===== src/rtl/stlos_pkg.sv =====
// Shared constants and types for the wall-map line-of-sight block.
// Used by the front, queue, back and top modules; depends on nothing else.
`default_nettype none

package stlos_pkg;

  // Room size in tiles and fixed-point format of the segment coordinates
  localparam int ROOM_W    = 16;
  localparam int ROOM_H    = 16;
  localparam int FRAC_BITS = 8;

  // Field widths of the item ports
  localparam int COORD_W = 12;
  localparam int TILE_W  = 4;

  // Wall map geometry
  localparam int TILE_COUNT = ROOM_W * ROOM_H;
  localparam int ADDR_W     = $clog2(TILE_COUNT);
  localparam int XC_W       = $clog2(ROOM_W);
  localparam int ZC_W       = $clog2(ROOM_H);

  // Arithmetic widths: D_W holds a segment delta, E_W a point minus a tile
  // corner, ACC_W the cross products and their running sums.
  localparam int ROOM_MAX = (ROOM_W > ROOM_H) ? ROOM_W : ROOM_H;
  localparam int CORNER_W = $clog2(ROOM_MAX + 1) + FRAC_BITS;
  localparam int D_W      = COORD_W + 1;
  localparam int E_W      = ((CORNER_W > COORD_W) ? CORNER_W : COORD_W) + 1;
  localparam int ACC_W    = E_W + D_W + 2;

  // Depth of the queue between front and back
  localparam int QUEUE_DEPTH = 2;

  typedef enum logic {
    OP_WRITE = 1'b0,
    OP_QUERY = 1'b1
  } op_e;

  // One classified item as it travels from front to back
  typedef struct packed {
    op_e                op;
    logic               wr_en;
    logic [ADDR_W-1:0]  addr;
    logic               wall;
    logic [COORD_W-1:0] start_x;
    logic [COORD_W-1:0] start_z;
    logic [COORD_W-1:0] end_x;
    logic [COORD_W-1:0] end_z;
  } item_t;

  // Queue status seen by both of its neighbors
  typedef struct packed {
    logic full;
    logic empty;
  } qstat_t;

endpackage

`default_nettype wire


===== src/rtl/stlos_ram.sv =====
// Generic single-write, single-read RAM with a registered read port.
// Stand-alone; takes nothing from the package.
`default_nettype none

module stlos_ram #(
  parameter int WIDTH = 1,
  parameter int DEPTH = 256
) (
  input  wire logic                     clk_i,
  input  wire logic                     wr_en_i,
  input  wire logic [$clog2(DEPTH)-1:0] wr_addr_i,
  input  wire logic [WIDTH-1:0]         wr_data_i,
  input  wire logic                     rd_en_i,
  input  wire logic [$clog2(DEPTH)-1:0] rd_addr_i,
  output logic      [WIDTH-1:0]         rd_data_o
);

  logic [WIDTH-1:0] mem_q [DEPTH];
  logic [WIDTH-1:0] rd_data_q;

  // Write port
  always_ff @(posedge clk_i) begin
    if (wr_en_i) begin
      mem_q[wr_addr_i] <= wr_data_i;
    end
  end

  // Registered read port
  always_ff @(posedge clk_i) begin
    if (rd_en_i) begin
      rd_data_q <= mem_q[rd_addr_i];
    end
  end

  assign rd_data_o = rd_data_q;

endmodule

`default_nettype wire


===== src/rtl/stlos_front.sv =====
// Front end: takes input transfers, classifies them and hands them to the queue.
// Depends on stlos_pkg for the item type and the room size.
`default_nettype none

module stlos_front (
  input  wire logic                            clk_i,
  input  wire logic                            rst_ni,
  input  wire logic                            in_valid_i,
  output logic                                 in_stall_o,
  input  wire logic                            func_i,
  input  wire logic [stlos_pkg::TILE_W-1:0]    tile_x_i,
  input  wire logic [stlos_pkg::TILE_W-1:0]    tile_z_i,
  input  wire logic                            tile_is_wall_i,
  input  wire logic [stlos_pkg::COORD_W-1:0]   start_x_i,
  input  wire logic [stlos_pkg::COORD_W-1:0]   start_z_i,
  input  wire logic [stlos_pkg::COORD_W-1:0]   end_x_i,
  input  wire logic [stlos_pkg::COORD_W-1:0]   end_z_i,
  input  wire stlos_pkg::qstat_t               qstat_i,
  output logic                                 push_o,
  output stlos_pkg::item_t                     item_o
);

  logic             item_vld_q, item_vld_d;
  stlos_pkg::item_t item_q;
  stlos_pkg::item_t item_d;
  logic             accept;
  logic             in_room;

  // Stall while the held item cannot move on
  assign in_stall_o = item_vld_q && qstat_i.full;
  assign accept     = in_valid_i && !in_stall_o;
  assign push_o     = item_vld_q && !qstat_i.full;

  // Classify: writes outside the room are turned into no-ops
  assign in_room = (int'(tile_x_i) < stlos_pkg::ROOM_W) &&
                   (int'(tile_z_i) < stlos_pkg::ROOM_H);

  always_comb begin
    item_d.op      = stlos_pkg::op_e'(func_i);
    item_d.wr_en   = in_room;
    item_d.addr    = stlos_pkg::ADDR_W'(int'(tile_x_i) * stlos_pkg::ROOM_H
                                        + int'(tile_z_i));
    item_d.wall    = tile_is_wall_i;
    item_d.start_x = start_x_i;
    item_d.start_z = start_z_i;
    item_d.end_x   = end_x_i;
    item_d.end_z   = end_z_i;
  end

  always_comb begin
    item_vld_d = item_vld_q;
    if (accept) begin
      item_vld_d = 1'b1;
    end else if (push_o) begin
      item_vld_d = 1'b0;
    end
  end

  always_ff @(posedge clk_i or negedge rst_ni) begin
    if (!rst_ni) begin
      item_vld_q <= 1'b0;
    end else begin
      item_vld_q <= item_vld_d;
    end
  end

  // Hold the payload of the last accepted transfer
  always_ff @(posedge clk_i) begin
    if (accept) begin
      item_q <= item_d;
    end
  end

  assign item_o = item_q;

endmodule

`default_nettype wire


===== src/rtl/stlos_queue.sv =====
// Short FIFO of classified items between the front and the back.
// Depends on stlos_pkg for the item and status types and the depth.
`default_nettype none

module stlos_queue (
  input  wire logic              clk_i,
  input  wire logic              rst_ni,
  input  wire logic              push_i,
  input  wire stlos_pkg::item_t  item_i,
  input  wire logic              pop_i,
  output stlos_pkg::item_t       head_o,
  output stlos_pkg::qstat_t      qstat_o
);

  localparam int PTR_W = (stlos_pkg::QUEUE_DEPTH > 1) ? $clog2(stlos_pkg::QUEUE_DEPTH) : 1;
  localparam int CNT_W = $clog2(stlos_pkg::QUEUE_DEPTH + 1);

  stlos_pkg::item_t  mem_q [stlos_pkg::QUEUE_DEPTH];
  logic [PTR_W-1:0]  wr_ptr_q, rd_ptr_q;
  logic [CNT_W-1:0]  cnt_q;

  function automatic logic [PTR_W-1:0] ptr_next(input logic [PTR_W-1:0] ptr);
    return (ptr == PTR_W'(stlos_pkg::QUEUE_DEPTH - 1)) ? '0 : ptr + PTR_W'(1);
  endfunction

  // Advance pointers and fill count
  always_ff @(posedge clk_i or negedge rst_ni) begin
    if (!rst_ni) begin
      wr_ptr_q <= '0;
      rd_ptr_q <= '0;
      cnt_q    <= '0;
    end else begin
      if (push_i) begin
        wr_ptr_q <= ptr_next(wr_ptr_q);
      end
      if (pop_i) begin
        rd_ptr_q <= ptr_next(rd_ptr_q);
      end
      if (push_i && !pop_i) begin
        cnt_q <= cnt_q + CNT_W'(1);
      end else if (pop_i && !push_i) begin
        cnt_q <= cnt_q - CNT_W'(1);
      end
    end
  end

  // Store entries
  always_ff @(posedge clk_i) begin
    if (push_i) begin
      mem_q[wr_ptr_q] <= item_i;
    end
  end

  assign head_o        = mem_q[rd_ptr_q];
  assign qstat_o.full  = (cnt_q == CNT_W'(stlos_pkg::QUEUE_DEPTH));
  assign qstat_o.empty = (cnt_q == '0);

endmodule

`default_nettype wire


===== src/rtl/stlos_back.sv =====
// Back end: applies tile writes and scans the wall map for each query.
// Depends on stlos_pkg and on stlos_ram for the wall map storage.
`default_nettype none

module stlos_back (
  input  wire logic              clk_i,
  input  wire logic              rst_ni,
  input  wire stlos_pkg::item_t  head_i,
  input  wire stlos_pkg::qstat_t qstat_i,
  output logic                   pop_o,
  output logic                   out_valid_o,
  input  wire logic              out_stall_i,
  output logic                   blocked_o
);

  localparam int ADDR_W = stlos_pkg::ADDR_W;
  localparam int XC_W   = stlos_pkg::XC_W;
  localparam int ZC_W   = stlos_pkg::ZC_W;
  localparam int D_W    = stlos_pkg::D_W;
  localparam int E_W    = stlos_pkg::E_W;
  localparam int ACC_W  = stlos_pkg::ACC_W;
  localparam int FB     = stlos_pkg::FRAC_BITS;
  localparam int CW     = stlos_pkg::COORD_W;

  localparam logic [ADDR_W-1:0]   LAST_ADDR = ADDR_W'(stlos_pkg::TILE_COUNT - 1);
  localparam logic [ZC_W-1:0]     LAST_Z    = ZC_W'(stlos_pkg::ROOM_H - 1);
  localparam logic signed [E_W-1:0] ONE_E   = E_W'(1) <<< FB;

  localparam logic [2:0] S_IDLE  = 3'd0;
  localparam logic [2:0] S_MUL1  = 3'd1;
  localparam logic [2:0] S_MUL2  = 3'd2;
  localparam logic [2:0] S_KSUB  = 3'd3;
  localparam logic [2:0] S_SCAN  = 3'd4;
  localparam logic [2:0] S_DRAIN = 3'd5;
  localparam logic [2:0] S_DONE  = 3'd6;

  // num/den within [0, 1] without dividing; den is nonzero
  function automatic logic ratio_ok(input logic signed [ACC_W-1:0] num,
                                    input logic signed [ACC_W-1:0] den);
    if (den > 0) begin
      return (num >= 0) && (num <= den);
    end
    return (num <= 0) && (num >= den);
  endfunction

  // One edge test: n1/d1 is the scaled first ratio, n2 the full second numerator
  function automatic logic edge_hit(input logic signed [E_W-1:0]   n1,
                                    input logic signed [D_W-1:0]   d1,
                                    input logic signed [ACC_W-1:0] n2);
    logic signed [ACC_W-1:0] n1e;
    logic signed [ACC_W-1:0] d1e;
    logic signed [ACC_W-1:0] d2e;
    n1e = ACC_W'(n1);
    d1e = ACC_W'(d1);
    d2e = d1e <<< FB;
    if (d1 == '0) begin
      return (n1 == '0) && (n2 == '0);
    end
    return ratio_ok(n1e, d1e) && ratio_ok(n2, d2e);
  endfunction

  logic [2:0]                state_q, state_d;
  logic [CW-1:0]             ax_q, az_q;
  logic signed [D_W-1:0]     dx_q, dz_q;
  logic signed [ACC_W-1:0]   prod_q, k_q, p_q, q_q;
  logic [ADDR_W-1:0]         addr_q;
  logic [XC_W-1:0]           tx_q;
  logic [ZC_W-1:0]           tz_q;
  logic [stlos_pkg::TILE_COUNT-1:0] vld_q;

  logic                      b_valid_q;
  logic                      vld_b_q;
  logic [XC_W-1:0]           tx_b_q;
  logic [ZC_W-1:0]           tz_b_q;
  logic signed [ACC_W-1:0]   f_b_q;
  logic                      hit_q;

  logic                      out_valid_q, out_valid_d;
  logic                      blocked_q;
  logic                      out_free;
  logic                      load_out;

  logic                      ram_we;
  logic                      ram_re;
  logic                      ram_rdata;

  logic signed [E_W-1:0]     mul_a;
  logic signed [D_W-1:0]     mul_b;
  logic signed [E_W+D_W-1:0] mul_p;
  logic signed [ACC_W-1:0]   dx1, dz1;
  logic signed [D_W-1:0]     dx_new, dz_new;

  logic signed [E_W-1:0]     ax_e, az_e, x0, x1, z0, z1;
  logic                      wall_b;
  logic                      tile_hit;

  assign pop_o    = (state_q == S_IDLE) && !qstat_i.empty;
  assign ram_we   = pop_o && (head_i.op == stlos_pkg::OP_WRITE) && head_i.wr_en;
  assign ram_re   = (state_q == S_SCAN);
  assign out_free = !out_valid_q || !out_stall_i;
  assign load_out = (state_q == S_DONE) && out_free;

  // Wall map storage; valid bits make unwritten tiles read as open floor
  stlos_ram #(
    .WIDTH (1),
    .DEPTH (stlos_pkg::TILE_COUNT)
  ) u_wall_ram (
    .clk_i     (clk_i),
    .wr_en_i   (ram_we),
    .wr_addr_i (head_i.addr),
    .wr_data_i (head_i.wall),
    .rd_en_i   (ram_re),
    .rd_addr_i (addr_q),
    .rd_data_o (ram_rdata)
  );

  // Sequence a query: two products for the constant term, then the scan
  always_comb begin
    state_d = state_q;
    unique case (state_q)
      S_IDLE: begin
        if (pop_o && (head_i.op == stlos_pkg::OP_QUERY)) begin
          state_d = S_MUL1;
        end
      end
      S_MUL1:  state_d = S_MUL2;
      S_MUL2:  state_d = S_KSUB;
      S_KSUB:  state_d = S_SCAN;
      S_SCAN: begin
        if (addr_q == LAST_ADDR) begin
          state_d = S_DRAIN;
        end
      end
      S_DRAIN: state_d = S_DONE;
      S_DONE: begin
        if (out_free) begin
          state_d = S_IDLE;
        end
      end
      default: state_d = S_IDLE;
    endcase
  end

  always_comb begin
    out_valid_d = out_valid_q && out_stall_i;
    if (load_out) begin
      out_valid_d = 1'b1;
    end
  end

  // Control state and valid bits
  always_ff @(posedge clk_i or negedge rst_ni) begin
    if (!rst_ni) begin
      state_q     <= S_IDLE;
      vld_q       <= '0;
      b_valid_q   <= 1'b0;
      hit_q       <= 1'b0;
      out_valid_q <= 1'b0;
    end else begin
      state_q     <= state_d;
      out_valid_q <= out_valid_d;
      b_valid_q   <= (state_q == S_SCAN);
      if (ram_we) begin
        vld_q[head_i.addr] <= 1'b1;
      end
      if (state_q == S_MUL1) begin
        hit_q <= 1'b0;
      end else if (b_valid_q && wall_b && tile_hit) begin
        hit_q <= 1'b1;
      end
    end
  end

  // Segment setup: deltas at pop, then K = az*dx - ax*dz in states MUL1, MUL2 and KSUB
  assign dx_new = $signed({1'b0, head_i.end_x}) - $signed({1'b0, head_i.start_x});
  assign dz_new = $signed({1'b0, head_i.end_z}) - $signed({1'b0, head_i.start_z});

  assign ax_e  = E_W'($signed({1'b0, ax_q}));
  assign az_e  = E_W'($signed({1'b0, az_q}));
  assign mul_a = (state_q == S_MUL1) ? az_e : ax_e;
  assign mul_b = (state_q == S_MUL1) ? dx_q : dz_q;
  assign mul_p = mul_a * mul_b;

  assign dx1 = ACC_W'(dx_q) <<< FB;
  assign dz1 = ACC_W'(dz_q) <<< FB;

  always_ff @(posedge clk_i) begin
    if (pop_o && (head_i.op == stlos_pkg::OP_QUERY)) begin
      ax_q <= head_i.start_x;
      az_q <= head_i.start_z;
      dx_q <= dx_new;
      dz_q <= dz_new;
    end
    case (state_q)
      S_MUL1: begin
        prod_q <= ACC_W'(mul_p);
        p_q    <= '0;
        q_q    <= '0;
        addr_q <= '0;
        tx_q   <= '0;
        tz_q   <= '0;
      end
      S_MUL2: begin
        prod_q <= ACC_W'(mul_p);
        k_q    <= prod_q;
      end
      S_KSUB: begin
        k_q <= k_q - prod_q;
      end
      S_SCAN: begin
        // Step the tile counters and the corner cross-product terms
        if (addr_q != LAST_ADDR) begin
          addr_q <= addr_q + ADDR_W'(1);
        end
        if (tz_q == LAST_Z) begin
          tz_q <= '0;
          q_q  <= '0;
          tx_q <= tx_q + XC_W'(1);
          p_q  <= p_q + dz1;
        end else begin
          tz_q <= tz_q + ZC_W'(1);
          q_q  <= q_q + dx1;
        end
      end
      default: begin
      end
    endcase
  end

  // Tile stage: aligned with the registered wall-map read
  always_ff @(posedge clk_i) begin
    if (state_q == S_SCAN) begin
      vld_b_q <= vld_q[addr_q];
      tx_b_q  <= tx_q;
      tz_b_q  <= tz_q;
      f_b_q   <= k_q + p_q - q_q;
    end
  end

  assign wall_b = ram_rdata && vld_b_q;

  // Test every edge of the current tile
  assign x0 = E_W'({tx_b_q, {FB{1'b0}}});
  assign z0 = E_W'({tz_b_q, {FB{1'b0}}});
  assign x1 = x0 + ONE_E;
  assign z1 = z0 + ONE_E;

  assign tile_hit = edge_hit(az_e - z0, -dz_q, f_b_q) ||
                    edge_hit(x0 - ax_e, dx_q, f_b_q) ||
                    edge_hit(az_e - z1, -dz_q, f_b_q - dx1) ||
                    edge_hit(x1 - ax_e, dx_q, f_b_q + dz1);

  // Result register
  always_ff @(posedge clk_i) begin
    if (load_out) begin
      blocked_q <= hit_q;
    end
  end

  assign out_valid_o = out_valid_q;
  assign blocked_o   = blocked_q;

  a_hit_from_tile: assert property (@(posedge clk_i) disable iff (!rst_ni)
    $rose(hit_q) |-> $past(b_valid_q && wall_b))
    else $error("hit flag set without a wall tile in the tile stage");

  a_drain_after_last: assert property (@(posedge clk_i) disable iff (!rst_ni)
    (state_q == S_DRAIN) |-> ($past(addr_q) == LAST_ADDR))
    else $error("scan ended before the last tile");

  a_result_from_done: assert property (@(posedge clk_i) disable iff (!rst_ni)
    $rose(out_valid_q) |-> $past(state_q == S_DONE))
    else $error("result loaded outside the done state");

  a_tile_stage_in_scan: assert property (@(posedge clk_i) disable iff (!rst_ni)
    b_valid_q |-> (state_q == S_SCAN || state_q == S_DRAIN))
    else $error("tile stage active outside a scan");

endmodule

`default_nettype wire


===== src/rtl/segment_tile_map_line_of_sight.sv =====
// Wall-map line-of-sight block: top level joining front, queue and back.
// Depends on stlos_pkg, stlos_front, stlos_queue, stlos_back.
//
// Usage:
//   The input channel (in_valid_i / in_stall_o) carries one item per
//   transfer. func_i = 0 writes tile_is_wall_i into tile (tile_x_i, tile_z_i)
//   and gives no result; tiles outside the room are ignored. func_i = 1
//   queries the segment (start_x_i, start_z_i)-(end_x_i, end_z_i), fixed
//   point with FRAC_BITS fraction bits, and gives one result on the output
//   channel (out_valid_o / out_stall_i): blocked_o = 1 when the segment meets
//   an edge of some wall tile.
//   A write is applied in the back end as it is popped from the queue. A
//   query steps the back end through MUL1, MUL2, KSUB, SCAN, DRAIN and
//   DONE; in SCAN it reads one tile a cycle from the single read port of
//   the wall map and tests each of its edges, and it pops no new item until
//   the result is loaded. An item passes the input register and the queue
//   before the back end; out_valid_o rises once DONE loads the result.
//   A two-entry queue and an input register let items be accepted while a
//   query is being scanned. If the receiver stalls, the result holds in the
//   output register; the back end waits and the queue fills, then in_stall_o
//   rises.
//   Reset clears all control state; the wall map reads as empty right away
//   through per-tile valid bits, with no clearing pass.
`default_nettype none

module segment_tile_map_line_of_sight (
  input  wire logic                          clk_i,
  input  wire logic                          rst_ni,
  input  wire logic                          in_valid_i,
  output logic                               in_stall_o,
  input  wire logic                          func_i,
  input  wire logic [stlos_pkg::TILE_W-1:0]  tile_x_i,
  input  wire logic [stlos_pkg::TILE_W-1:0]  tile_z_i,
  input  wire logic                          tile_is_wall_i,
  input  wire logic [stlos_pkg::COORD_W-1:0] start_x_i,
  input  wire logic [stlos_pkg::COORD_W-1:0] start_z_i,
  input  wire logic [stlos_pkg::COORD_W-1:0] end_x_i,
  input  wire logic [stlos_pkg::COORD_W-1:0] end_z_i,
  output logic                               out_valid_o,
  input  wire logic                          out_stall_i,
  output logic                               blocked_o
);

  stlos_pkg::item_t  front_item;
  stlos_pkg::item_t  head_item;
  stlos_pkg::qstat_t qstat;
  logic              push;
  logic              pop;

  // Accept and classify
  stlos_front u_front (
    .clk_i          (clk_i),
    .rst_ni         (rst_ni),
    .in_valid_i     (in_valid_i),
    .in_stall_o     (in_stall_o),
    .func_i         (func_i),
    .tile_x_i       (tile_x_i),
    .tile_z_i       (tile_z_i),
    .tile_is_wall_i (tile_is_wall_i),
    .start_x_i      (start_x_i),
    .start_z_i      (start_z_i),
    .end_x_i        (end_x_i),
    .end_z_i        (end_z_i),
    .qstat_i        (qstat),
    .push_o         (push),
    .item_o         (front_item)
  );

  // Decouple front and back
  stlos_queue u_queue (
    .clk_i   (clk_i),
    .rst_ni  (rst_ni),
    .push_i  (push),
    .item_i  (front_item),
    .pop_i   (pop),
    .head_o  (head_item),
    .qstat_o (qstat)
  );

  // Apply writes and scan queries
  stlos_back u_back (
    .clk_i       (clk_i),
    .rst_ni      (rst_ni),
    .head_i      (head_item),
    .qstat_i     (qstat),
    .pop_o       (pop),
    .out_valid_o (out_valid_o),
    .out_stall_i (out_stall_i),
    .blocked_o   (blocked_o)
  );

endmodule

`default_nettype wire


===== config.mk =====
export PLATFORM = sky130hd
export DESIGN_NAME = segment_tile_map_line_of_sight
export DESIGN_NICKNAME = d
export VERILOG_FILES = /design/src/rtl/stlos_pkg.sv /design/src/rtl/stlos_ram.sv /design/src/rtl/stlos_front.sv /design/src/rtl/stlos_queue.sv /design/src/rtl/stlos_back.sv /design/src/rtl/segment_tile_map_line_of_sight.sv
export SDC_FILE = /design/constraint.sdc
export NUM_CORES = 2
export LEC_CHECK = 0
export ABC_CLOCK_PERIOD_IN_PS = 9450
export BUFFER_PORTS_ARGS = -buffer_cell sky130_fd_sc_hd__buf_2
export CAP_MARGIN = 20
export CORE_UTILIZATION = 35
export CTS_CLUSTER_DIAMETER = 40
export DETAILED_ROUTE_END_ITERATION = 6
export SKIP_LAST_GASP = 1
export SYNTH_ARGS = -nofsm -noshare
export SYNTH_HDL_FRONTEND = slang
export SYNTH_SLANG_ARGS = --single-unit

===== constraint.sdc =====
create_clock -name clk_i -period 9.45 [get_ports clk_i]
set_input_delay 1.4175 -clock clk_i [delete_from_list [all_inputs] [get_ports clk_i]]
set_output_delay 1.4175 -clock clk_i [all_outputs]
set_load 0.05 [all_outputs]

Word-level counts from Yosys, hierarchy flattened
Memory sizes are Yosys's and may differ from the RTL's. A register that Yosys moved wholly into a read port is not among the register bits.
Cells that the tools add are included.
Word-level totals
  memories kept: 2
  RAM bits: 372
  register bits: 544
  input bits: 62
  logic and storage cells: 259
  output and inout bits: 3
Operators by class
  $add $sub $neg: 24
  eq/ne operators: 15
  reductions and logical operators: 70
  multiplexer cells: 76
  $mul: 1
  bitwise operators: 2
  $lt $le $gt $ge: 37
Memories
  u_back.u_wall_ram.mem_q: words 256, width 1, read ports 1, clocked after memory_dff 1, write ports 1, line stlos_ram.sv:18  | logic [WIDTH-1:0] mem_q [DEPTH];
  u_queue.mem_q: words 2, width 58, read ports 1, clocked after memory_dff 0, write ports 1, line stlos_queue.sv:18  | stlos_pkg::item_t mem_q [stlos_pkg::QUEUE_DEPTH];
Operators with widths (count)
  $or 256x256->256: 1
  $pmux 29 s2: 3
  $ge 29x21->1: 4
  $le 29x21->1: 4
  $add 29x21->29: 3
  $ge 29x1->1 const B: 3
  $le 29x1->1 const B: 3
  $logic_not 29->1: 3
  $mux 29: 2
  $logic_not 14->1: 4
  $mux 1: 55
  $sub 12x12->13: 4
  $gt 21x1->1 const B: 2
  $logic_and 1x1->1: 38
  $add 29x29->29: 1
  $sub 29x21->29: 1
  $sub 29x27->29: 1
  $sub 29x29->29: 1
  $ge 14x1->1 const B: 2
  $ge 14x13->1: 2
  $le 14x1->1 const B: 2
  $le 14x13->1: 2
  $add 12x9->13 const B: 2
  $ge 13x1->1 const B: 2
  47 further kinds: 80

Depth between registers and ports, before layout
  depth in word-level cells: 14
  depth in mapped cells: 31
  gate-level depth less buffers: 28

Cells and area by module
A second synthesis with hierarchy kept.
Second synthesis, totals
  cell total of the unflattened synthesis: 4657
  area total of the unflattened synthesis: 54168.2 um2
By module, submodules not included
  stlos_back: area an instance 36477.5 um2, seq. area each 12622.1 um2, times used 1, cells an instance 3604
  stlos_ram: area an instance 11138.2 um2, seq. area each 7717.4 um2, times used 1, cells an instance 788
  stlos_queue: area an instance 4747.1 um2, seq. area each 3643.5 um2, times used 1, cells an instance 200
  stlos_front: area an instance 1805.5 um2, seq. area each 1766.7 um2, times used 1, cells an instance 65

Least setup slack after synthesis
No wires, ideal clock.
  path kind: register -> register
  start: register u_back.state_q[1]
  end: register u_back.prod_q[25] (data pin)
  clock period less this slack: 7407 ps
  buffers on the path: 3
  required time: 9283 ps
  slack: 2043 ps
  cell stages (with the launch flop): 27
  arrival time: 7240 ps
  library setup time: 167 ps
  cell sequence: dfrtp_1 > clkbuf_1 > nor3b_1 > clkbuf_1 > buf_1 > mux2i_1 > nor2_1 > fa_1 > inv_1 > fa_1 > inv_1 > fa_1 > fa_1 > fa_1 > inv_1 > fa_1 > inv_1 > ha_1 > or3_1 > o21ai_0 > a21oi_1 > a211o_1 > nand2_1 > o21ai_0 > o41ai_1 > nor2_1 > a211oi_1
On the way
  cells in the longest elaborated chain, start to end: 3
  elaborated cells on any way between the ends: 4
  classes of those cells: 1 x mul; 1 x eq/ne; 2 x mux
RTL lines
  from (decl): line stlos_back.sv:62  | logic [2:0] state_q, state_d;
  from (signal assigned): line stlos_back.sv:160  | state_q <= state_d;
  $eq 3x1->1 *: line stlos_back.sv:180, stlos_back.sv:181
  $mux 12 / $mux 13 (equally long branches): line stlos_back.sv:180, stlos_back.sv:181
  $mul 13x13->26 *: line stlos_back.sv:182  | assign mul_p = mul_a * mul_b;
  net u_back.mul_p[25]: line stlos_back.sv:89  | logic signed [E_W+D_W-1:0] mul_p;
  to (signal assigned): line stlos_back.sv:196  | prod_q <= ACC_W'(mul_p);
  to (signal assigned): line stlos_back.sv:204  | prod_q <= ACC_W'(mul_p);
  to (decl): line stlos_back.sv:65  | logic signed [ACC_W-1:0] prod_q, k_q, p_q, q_q;
The timed path passes the listed nets; every way through them passes the cells marked *.
A chain may end at the register's enable or synchronous reset.

Worst setup path in the final report
  start: register u_back.state_q[2]
  end: register u_back.prod_q[25] (data pin)
Same word-level chain as after synthesis.

==> impl_summary.log <==
[metrics] Primary FF master, synth: edfxtp_1
[metrics] count of nets left with antenna violations after detail routing: 0
[metrics] unrepaired setup endpoints after global routing: no
[metrics] Sum Neg Setup Slack: 0 ps
[metrics] total vias in the final route: 34,800
[metrics] clock skew after layout: 122 ps
[metrics] average cell area after synthesis: 11.8 um^2
[metrics] DRC violations left: 0
[metrics] endpoint class of the critical path: register
[metrics] Clock Path Buffers: 3
[metrics] number of rows in the core area: 142
[metrics] # placed instances: 6,470
[metrics] final wirelength: 138,000 um
[metrics] PostCTS Resize Cnt: 0
[metrics] synth unique cells: 89
[metrics] Synthesized Nets: 5,059
[metrics] clock-pin slew reported for the worst setup and hold paths after clock tree synthesis: 60 ps
[metrics] CTS sink count: 900
[metrics] filler-free cell count of the finished design: 6,693
[metrics] remaining global-route overflow: 0
[metrics] clock period minus worst slack: 8000 ps
[metrics] filler cell count: 14,100
[metrics] count of warnings emitted by yosys: 0
[metrics] Die Area: 152,000 um^2
[metrics] drt initial violations: 2,823
[metrics] total routing usage reported by global routing: 18.2%
[metrics] Avg WL per Cell: 20.6 um
[metrics] final setup violation count: 0
[metrics] number of buffers inserted during clock tree synthesis: 117
[metrics] # port buffers: 64
[metrics] proportion of layout cells with a drive suffix above 1: 17.6%
[metrics] vias in the first global route: 35,100
[metrics] worst-path maximum fanout: 12
[metrics] Core Footprint: 150,000 um^2
[metrics] gpl congestion: 0.925
[metrics] Area Growth Syn to Fin: 13.3%
[metrics] largest net degree at the start of global routing: 179
[metrics] Final Hold Vio Count: 0
[metrics] initial standard-cell utilization of the core: 35.2%
[metrics] Worst Path Required: 10,040 ps
[metrics] sequential share of the synthesized area: 48.7%
[metrics] global-route wire length before repair: 211,000 um
[metrics] final max-slew violation count: 0
[metrics] clock tree from TritonCTS: yes
[metrics] Worst EP arrival: 8590 ps
[metrics] number of antenna violations at the first check in global routing: 6
[metrics] proportion of synthesized flip-flops having asynchronous set or reset: 29.7%
[metrics] die span in x: 390 um
[metrics] maximum clock frequency: 0.125 GHz
[metrics] Startpoint Class: register
[metrics] actual transition at the worst max-transition pin: 1200 ps
[metrics] sequential standard cell area: 25,700 um^2
[metrics] share of the synthesized area in the top cell type: 36.0%
[metrics] relative slew slack: 20.2%
[metrics] top post-synthesis cells by area: edfxtp_1 36%, dfrtp_1 13%, ha_1 9.5%
[metrics] DRT Pass-1 Iters: 5
[metrics] # diodes: 0
[metrics] count of maximum capacitance violations: 0
[metrics] Post-layout nets: 5,176
[metrics] total half-perimeter wirelength after legalization and detailed placement: 96,300 um
[metrics] IO Count: 65
[metrics] area leader, netlist: edfxtp_1
[metrics] gate count of the mapped netlist: 4,456
[metrics] number of hold-repair buffers added at the cts stage: 0
[metrics] share of the cycle needed by the critical path after routing: 84.6%
[metrics] Die Span Y: 390 um
[metrics] number of synthesized flops with an enable pin: 633
[metrics] critical path type: register to register
[metrics] outcome: completed
[metrics] via density per instance: 5.20
[metrics] clk_lat worst skew: 780 ps
[metrics] CTS H-Tree Depth: 3
[metrics] total standard cell area after synthesis: 52,800 um^2
[metrics] worst hold path type: register to register
[metrics] flip-flop and latch count after synthesis: 900
[metrics] Clk Tree Root Cell: clkbuf_16
[metrics] # Post-CTS Setup Buffers: 0
[metrics] area of the multi-input gates: 25,200 um^2
[worst max-delay path: stages, from the launching register on]
cell	delay [ps]
dfrtp_1	490
nor3b_2	750
buf_4	310
mux2i_1	800
nor2_1	140
fa_1	550
inv_1	60
fa_1	530
inv_1	50
fa_1	490
inv_1	50
fa_1	470
inv_1	50
fa_1	470
ha_1	320
ha_1	340
o21ai_0	130
a21boi_0	160
o21ai_0	230
a21oi_1	190
a211o_1	320
nand2_1	70
o21ai_0	120
o41ai_1	530
nor2_1	100
a211oi_1	200
[cell usage after synthesis, types with 13 or more instances]
master    instances
mux2_2           40
inv_1           404
dfrtp_1         267
a21boi_0         17
o211ai_1         14
xor2_1           73
or2_2           269
o21ai_0         131
o31ai_1          13
nand3_1          63
nand2_1         260
clkbuf_1         88
a21oi_1         164
nand4_1          22
o21bai_1         16
nor2b_1          35
or3_1            21
o21a_1           26
a21o_1           80
ha_1            401
nor2_1          529
nor3_1           60
and2_1           20
a31oi_1          20
mux2i_1          48
edfxtp_1        633
mux4_2          166
and3_1           26
a211oi_1         26
buf_1            19
xnor2_1         111
nand2b_1         50
fa_1            140
nor4_1           29
[final timing paths]
kind                            depth (start not counted)  slack, ps          startpoint                   end
min in group asynchronous                               1        680              rst_ni      u_queue.cnt_q[0]
worst max register to register                         25       1450   u_back.state_q[2]     u_back.prod_q[25]
worst min register to register                          0        440  u_front.item_o[42]  u_queue.mem_q[0][42]
max in group asynchronous                               3       6610              rst_ni     u_back.vld_q[129]
worst max-delay path                                   25       1450   u_back.state_q[2]     u_back.prod_q[25]
worst min-delay path                                    0        440  u_front.item_o[42]  u_queue.mem_q[0][42]
[placed cells by master, fill, tap and decap left out, types with 53 or more instances in the layout]
cell | synthesis | final
inv_1 | 404 | 403
a21oi_1 | 164 | 163
buf_4 | 0 | 53
fa_1 | 140 | 140
nor2_1 | 529 | 527
o21ai_0 | 131 | 131
mux4_2 | 166 | 166
a21o_1 | 80 | 80
edfxtp_1 | 633 | 633
xor2_1 | 73 | 72
xnor2_1 | 111 | 111
ha_1 | 401 | 401
clkbuf_16 | 0 | 117
buf_2 | 11 | 63
or2_2 | 269 | 269
dfrtp_1 | 267 | 266
nor3_1 | 60 | 60
nand3_1 | 63 | 63
nand2_1 | 260 | 260
[routing by layer]
layer / routed length (um) / GRT usage, % / vias to the layer above
li1: - / - / 16200
met1: 63700 / 26.2 / 17500
met2: 62200 / 28.2 / 934
met3: 9000 / 3.29 / 172
met4: 2670 / 4.25 / 4
met5: 27 / 0 / -
[area by class of cell]
| cell class | instances | share of cell area, % |
|---|---|---|
| sequential | 900 | 43.0 |
| multi-input combinational | 3031 | 42.1 |
| clock buffer | 149 | 5.30 |
| tap | 2016 | 4.22 |
| inverter | 404 | 2.54 |
| clock inverter | 74 | 1.61 |
| timing repair buffer | 119 | 1.28 |
[flip-flops by register name (all words and copies together) (netlist names), 12 cells and up]
register                 cells
u_back.dz_q                 13
u_back.k_q                  29
u_back.vld_q               256
u_back.f_b_q                29
u_back.p_q                  21
u_back.dx_q                 13
u_back.u_wall_ram.mem_q    256
u_back.prod_q               26
u_back.q_q                  21
u_back.ax_q                 12
u_front.item_o              58
u_back.az_q                 12
u_queue.mem_q              116
[through the flow]
stage | instance area (um^2) | hold WS, ps | utilization (%) | worst slack (ps)
floorplan | 52800 | 421 | - | 2040
global placement | 55700 | 425 | 37.2 | 1570
detailed placement | 55700 | 430 | 37.2 | 1490
CTS | 59800 | 434 | 39.9 | 1550
global route | 59800 | 449 | 39.9 | 965
finish | 59800 | 443 | 39.9 | 1450
[cell families after synthesis]
kind of cell	share of synthesized area, %
muxes	8.85
buffers and inverters	3.80
and+or+nand+nor	13.4
AOI/OAI and AO/OA	7.40
adders and majority gates	14.8
DFF	48.7
xor gates and xnor gates	3.05
Power is left out: the tool's default activity adds up to more than one toggle a clock period on the data nets, which glitch-free logic cannot reach.
